## src/rtl/hsp_pkg.sv

```systemverilog
// Shared types and codes for the hard-sphere placer.
// No dependencies; imported by the distance unit and the top level.
package hsp_pkg;

	// width of the configuration register index
	localparam int CFG_IDX_W = 2;

	// configuration register indexes
	localparam logic [CFG_IDX_W-1:0] CFG_SPACE_X = 2'd0;
	localparam logic [CFG_IDX_W-1:0] CFG_SPACE_Y = 2'd1;
	localparam logic [CFG_IDX_W-1:0] CFG_SPACE_Z = 2'd2;

	// result status codes
	localparam logic [2:0] ST_PLACED  = 3'd0;
	localparam logic [2:0] ST_OVERLAP = 3'd1;
	localparam logic [2:0] ST_FULL    = 3'd2;
	localparam logic [2:0] ST_NOFIT   = 3'd3;
	localparam logic [2:0] ST_CLEARED = 3'd4;

	// status from the overlap pipeline back to the sequencer
	typedef struct packed {
		logic valid;  // a compare result leaves the last stage
		logic hit;    // that compare found an overlap
		logic busy;   // some compare is still in flight
	} dist_res_t;

endpackage

```

## src/rtl/hsp_dist.sv

```systemverilog
// Pipelined overlap test: one stored sphere per cycle against the candidate.
// Depends on hsp_pkg (dist_res_t).
module hsp_dist #(
	parameter int LENGTH_BITS = 20
) (
	input  logic                   clk,
	input  logic                   arst_n,
	input  logic                   ent_vld,
	input  logic [LENGTH_BITS-1:0] cand_x,
	input  logic [LENGTH_BITS-1:0] cand_y,
	input  logic [LENGTH_BITS-1:0] cand_z,
	input  logic [LENGTH_BITS-1:0] cand_r,
	input  logic [LENGTH_BITS-1:0] ent_x,
	input  logic [LENGTH_BITS-1:0] ent_y,
	input  logic [LENGTH_BITS-1:0] ent_z,
	input  logic [LENGTH_BITS-1:0] ent_r,
	output hsp_pkg::dist_res_t     res
);
	import hsp_pkg::*;

	localparam int LB    = LENGTH_BITS;
	localparam int SQ_W  = 2 * LB;
	localparam int SUM_W = 2 * LB + 2;

	logic            vld_s1, vld_s2, vld_s3, vld_s4;
	logic [LB-1:0]   dx_s1, dy_s1, dz_s1;
	logic [LB:0]     rs_s1;
	logic [SQ_W-1:0] dx2_s2, dy2_s2, dz2_s2;
	logic [SUM_W-1:0] rs2_s2, rs2_s3, d2_s3;
	logic            hit_s4;

	always_ff @(posedge clk or negedge arst_n) begin
		if (!arst_n) begin
			vld_s1 <= 1'b0;
			vld_s2 <= 1'b0;
			vld_s3 <= 1'b0;
			vld_s4 <= 1'b0;
		end else begin
			vld_s1 <= ent_vld;
			vld_s2 <= vld_s1;
			vld_s3 <= vld_s2;
			vld_s4 <= vld_s3;
		end
	end

	// s1: absolute differences and radius sum
	always_ff @(posedge clk) begin
		dx_s1 <= (cand_x > ent_x) ? cand_x - ent_x : ent_x - cand_x;
		dy_s1 <= (cand_y > ent_y) ? cand_y - ent_y : ent_y - cand_y;
		dz_s1 <= (cand_z > ent_z) ? cand_z - ent_z : ent_z - cand_z;
		rs_s1 <= {1'b0, cand_r} + {1'b0, ent_r};
	end

	// s2: squares
	always_ff @(posedge clk) begin
		dx2_s2 <= SQ_W'(dx_s1) * SQ_W'(dx_s1);
		dy2_s2 <= SQ_W'(dy_s1) * SQ_W'(dy_s1);
		dz2_s2 <= SQ_W'(dz_s1) * SQ_W'(dz_s1);
		rs2_s2 <= SUM_W'(rs_s1) * SUM_W'(rs_s1);
	end

	// s3: squared distance
	always_ff @(posedge clk) begin
		d2_s3  <= SUM_W'(dx2_s2) + SUM_W'(dy2_s2) + SUM_W'(dz2_s2);
		rs2_s3 <= rs2_s2;
	end

	// s4: strict compare, touching is not an overlap
	always_ff @(posedge clk) begin
		hit_s4 <= d2_s3 < rs2_s3;
	end

	assign res.valid = vld_s4;
	assign res.hit   = vld_s4 & hit_s4;
	assign res.busy  = vld_s1 | vld_s2 | vld_s3 | vld_s4;

endmodule

```

## config.mk

```make
export PLATFORM = sky130hd
export DESIGN_NAME = hsp_dist
export DESIGN_NICKNAME = d
export VERILOG_FILES = /design/src/rtl/hsp_pkg.sv /design/src/rtl/hsp_dist.sv
export SDC_FILE = /design/constraint.sdc
export NUM_CORES = 2
export LEC_CHECK = 0
export ABC_CLOCK_PERIOD_IN_PS = 13690
export BUFFER_PORTS_ARGS = -buffer_cell sky130_fd_sc_hd__buf_4
export CAP_MARGIN = 20
export CORE_MARGIN = 4
export CORE_UTILIZATION = 64
export DETAILED_ROUTE_END_ITERATION = 10
export GPL_TIMING_DRIVEN = 0
export PLACE_DENSITY = 0.85
export SYNTH_ARGS = -nofsm -noshare
export SYNTH_HDL_FRONTEND = slang
export SYNTH_SLANG_ARGS = --single-unit
```

## constraint.sdc

```tcl
create_clock -name clk -period 13.69 [get_ports clk]
set_input_delay 2.738 -clock clk [delete_from_list [all_inputs] [get_ports clk]]
set_output_delay 2.738 -clock clk [all_outputs]
set_load 0.02 [all_outputs]
```

==> impl_results.md <==
* Rows at 115
* Clock skew at 0.0417 ns
* Highest Signal Layer: met5
* Post_cts resized at 0
* Syn Inst Count at 6970
* Fillers at 7373
* 1st-iter DRT viols at 3609
* CTS tree: yes
* CP endpoint kind: flop
* DRC violations left at 0
* Dpl hpwl at 131 mm
* Clock Path Buffers at 3
* Outcome: finished clean
* WP data required at 14.10 ns
* Die height at 324 um
* Mux contribution to synthesized area at 0.654%
* Post-Route WL at 158 mm
* Vias per inst at 5.70
* Via count at 48500
* Total CTS buffers at 40
* Slowest stage delay, CP at 0.61 ns
* Fin crit share at 63.1%
* Yosys top cell area share at 37.4%
* Multi-input gate area at 50300 um^2
* Synth Area in Compound Gates at 9.31%
* TritonRoute pass-1 iters at 6
* Clock-pin transition on the worst setup and hold timing paths at 0.06 ns
* Final setup viols at 0
* H-Tree Depth at 2
* Period minus WS final at 8.64 ns
* Final Hold Fails at 0
* CP delay by family, top: adder cells
* Worst slew margin at 38.5%
* CP max stage cell: clkbuf_1
* Drt wl/cell at 18.5 um
* Max-slew violations at 0
* Simple-gate portion of the synthesized area at 11.1%
* Worst min-delay path class: flop to flop
* Arr. time, crit path at 9.05 ns
* Post-DRT Antenna Nets at 0
* I/O pin cnt at 166
* Hold Worst Slack at 0.321 ns
* Post-synthesis xor/xnor area fraction at 3.99%
* Synthesis-to-finish area growth at 6.83%
* FF/Latch Area at 6570 um^2
* WL met2 at 76.0 mm
* Clock Latency Late Sink at 0.62 ns
* Setup Buffers After CTS at 0
* First-pass GRT wire length at 262 mm
* Top fanout value on the critical path at 10
* Top_reg_cell synth: dfxtp_1
* Pin slew with the least headroom to its limit at 0.922 ns
* Synth top area cells: fa_1 (37%), ha_1 (16%), dfxtp_1 (10%)
* Overflow after GRT at 0
* Layout Nets at 9355
* RSZ-0062 raised after global routing: false
* Core area at 98900 um^2
* Flops & latches, synth at 327
* Cts hold-fix bufs at 0
* Routed metal-1 wirelength at 60.8 mm
* Yosys top cell by area: fa_1
* WP buf/inv at 7
* Clock root buffer: clkbuf_16
* Vias in the first global route at 52600
* Post-synthesis async set-or-reset flop share at 1.22%
* Die area at 105000 um^2
* Count leader, synth: inv_1
* Commonest cells post-synth: inv_1 (1703), fa_1 (1199), ha_1 (814), nand2_1 (564), and2_1 (332)
* Share of cells above drive strength 1 at 4.23%
* CP dominant cell by count: fa_1
* Crit path launch type: flop
* Synthesis Warnings at 0
* Initial antenna violation count at 5
* DIE WIDTH at 324 um
* Synth Cell Area at 64100 um^2
* CTS sink cnt at 327
* GP Congestion at 0.956
* Largest family of logic cells by synthesized area: adder cells
* Cell variety after synth at 90
* Setup TNS at 0 ns
* Largest net degree at the start of global routing at 17
* IO Port Bufs at 165
* EDFF count, synth at 0
* WL met3 at 12.8 mm
* Adder-Cell Fraction of Synth Area at 53.3%
* GR Util All Layers at 30.6%
* Sequential share of the synthesized area at 10.2%
* Initial Utilization at 64.8%
* Setup CP Type: flop to flop
* Max Cap Violations at 0
* Maximum operating frequency at 116 MHz
* Syn Area/Cell at 9.20 um^2
state kept, by name, summed over array words and instances (netlist names):
| register | flops |
|---|---|
| rs_s1 | 21 |
| hit_s4 | 1 |
| vld_s2 | 1 |
| dy2_s2 | 39 |
| dz2_s2 | 39 |
| vld_s1 | 1 |
| rs2_s2 | 41 |
| rs2_s3 | 41 |
| dx2_s2 | 39 |
| d2_s3 | 42 |
| vld_s3 | 1 |
| dy_s1 | 20 |
| vld_s4 | 1 |
| dx_s1 | 20 |
| dz_s1 | 20 |
worst paths after layout:
kind | from | endpoint | slack [ns] | depth (start not counted)
worst min register to register | rs2_s2[30] | rs2_s3[30] | 0.32 | 0
worst min-delay path | rs2_s2[30] | rs2_s3[30] | 0.32 | 0
max in group asynchronous | arst_n | vld_s1 | 11.69 | 1
worst max register to register | dy_s1[7] | dy2_s2[35] | 5.05 | 25
worst max-delay path | dy_s1[7] | dy2_s2[35] | 5.05 | 25
min in group asynchronous | arst_n | vld_s3 | 1.91 | 1
worst reg2reg max path: stages, from the launching register on:
cell      delay [ns]
dfxtp_1         0.47
clkbuf_1        0.44
clkbuf_1        0.61
nand2_1         0.18
fa_1            0.56
inv_1           0.05
fa_1            0.47
fa_1            0.46
fa_1            0.56
inv_1           0.06
fa_1            0.53
inv_1           0.05
fa_1            0.49
inv_1           0.06
fa_1            0.50
inv_1           0.05
ha_1            0.33
o21ai_1         0.10
nand2b_1        0.07
a21oi_1         0.34
o22ai_1         0.26
o31ai_1         0.49
a211oi_1        0.20
o21ai_1         0.42
o21ai_1         0.13
xor2_1          0.59
per-stage QoR:
| stage | utilization [%] | cells | instance area [um^2] | worst slack, ns |
|---|---|---|---|---|
| 3_5_place_dp | 67.7 | 8424 | 67000 | 5.32 |
| 6_report | 69.3 | 8501 | 68500 | 5.05 |
| 3_3_place_gp | 67.7 | 8424 | 67000 | 5.30 |
| 2_1_floorplan | - | 6972 | 64100 | 6.92 |
| 5_1_grt | 69.3 | 8499 | 68500 | 4.74 |
| 4_1_cts | 69.3 | 8498 | 68500 | 5.22 |
metal layers:
layer	vias up	track usage, %
met3	558	5.29
met1	23900	39.0
met4	4	13.6
met5	-	0
li1	21900	-
met2	2112	51.6
kinds of logic (layout without fill, tap and decap cells):
family                   count (synthesis)  after routing
adder cells (fa/ha/maj)               2013           2013
other                                    1              6
AO/OA/AOI/OAI                          908            908
XOR/XNOR                               292            292
multiplexers                            41             41
flip-flops                             327            327
AND/OR/NAND/NOR                       1466           1466
buffers and inverters                 1922           2161
area by class of cell:
type,count,area share [%]
Clock inverter,29,0.682
Tap cell,1287,2.35
Buffer,219,1.26
Inverter,1703,9.33
Timing Repair Buffer,165,1.81
Multi-Input combinational cell,4723,73.4
Sequential cell,327,9.59
Clock buffer,45,1.53
Antenna cell,3,0.0110
cell usage in the layout (no fill, tap or decap), types with 8 or more instances in the layout:
master	instances
a2111oi_0	14
a211o_1	9
a211oi_1	22
a21o_1	178
a21oi_1	282
a221oi_1	9
a31oi_1	37
and2_1	332
and3_1	29
and4_1	9
buf_2	8
buf_4	167
clkbuf_1	209
clkbuf_16	40
dfxtp_1	323
fa_1	1199
ha_1	814
inv_1	1703
mux2i_1	34
nand2_1	564
nand2b_1	33
nand3_1	59
nand4_1	42
nor2_1	222
nor2b_1	58
nor3_1	53
o211ai_1	17
o21a_1	28
o21ai_0	107
o21ai_1	48
o21bai_1	39
o31ai_1	14
o41ai_1	8
or2_2	19
or3_1	15
xnor2_1	190
xor2_1	102
Power is left out: the tool's default activity adds up to more than one toggle a clock period on the data nets, which glitch-free logic cannot reach.
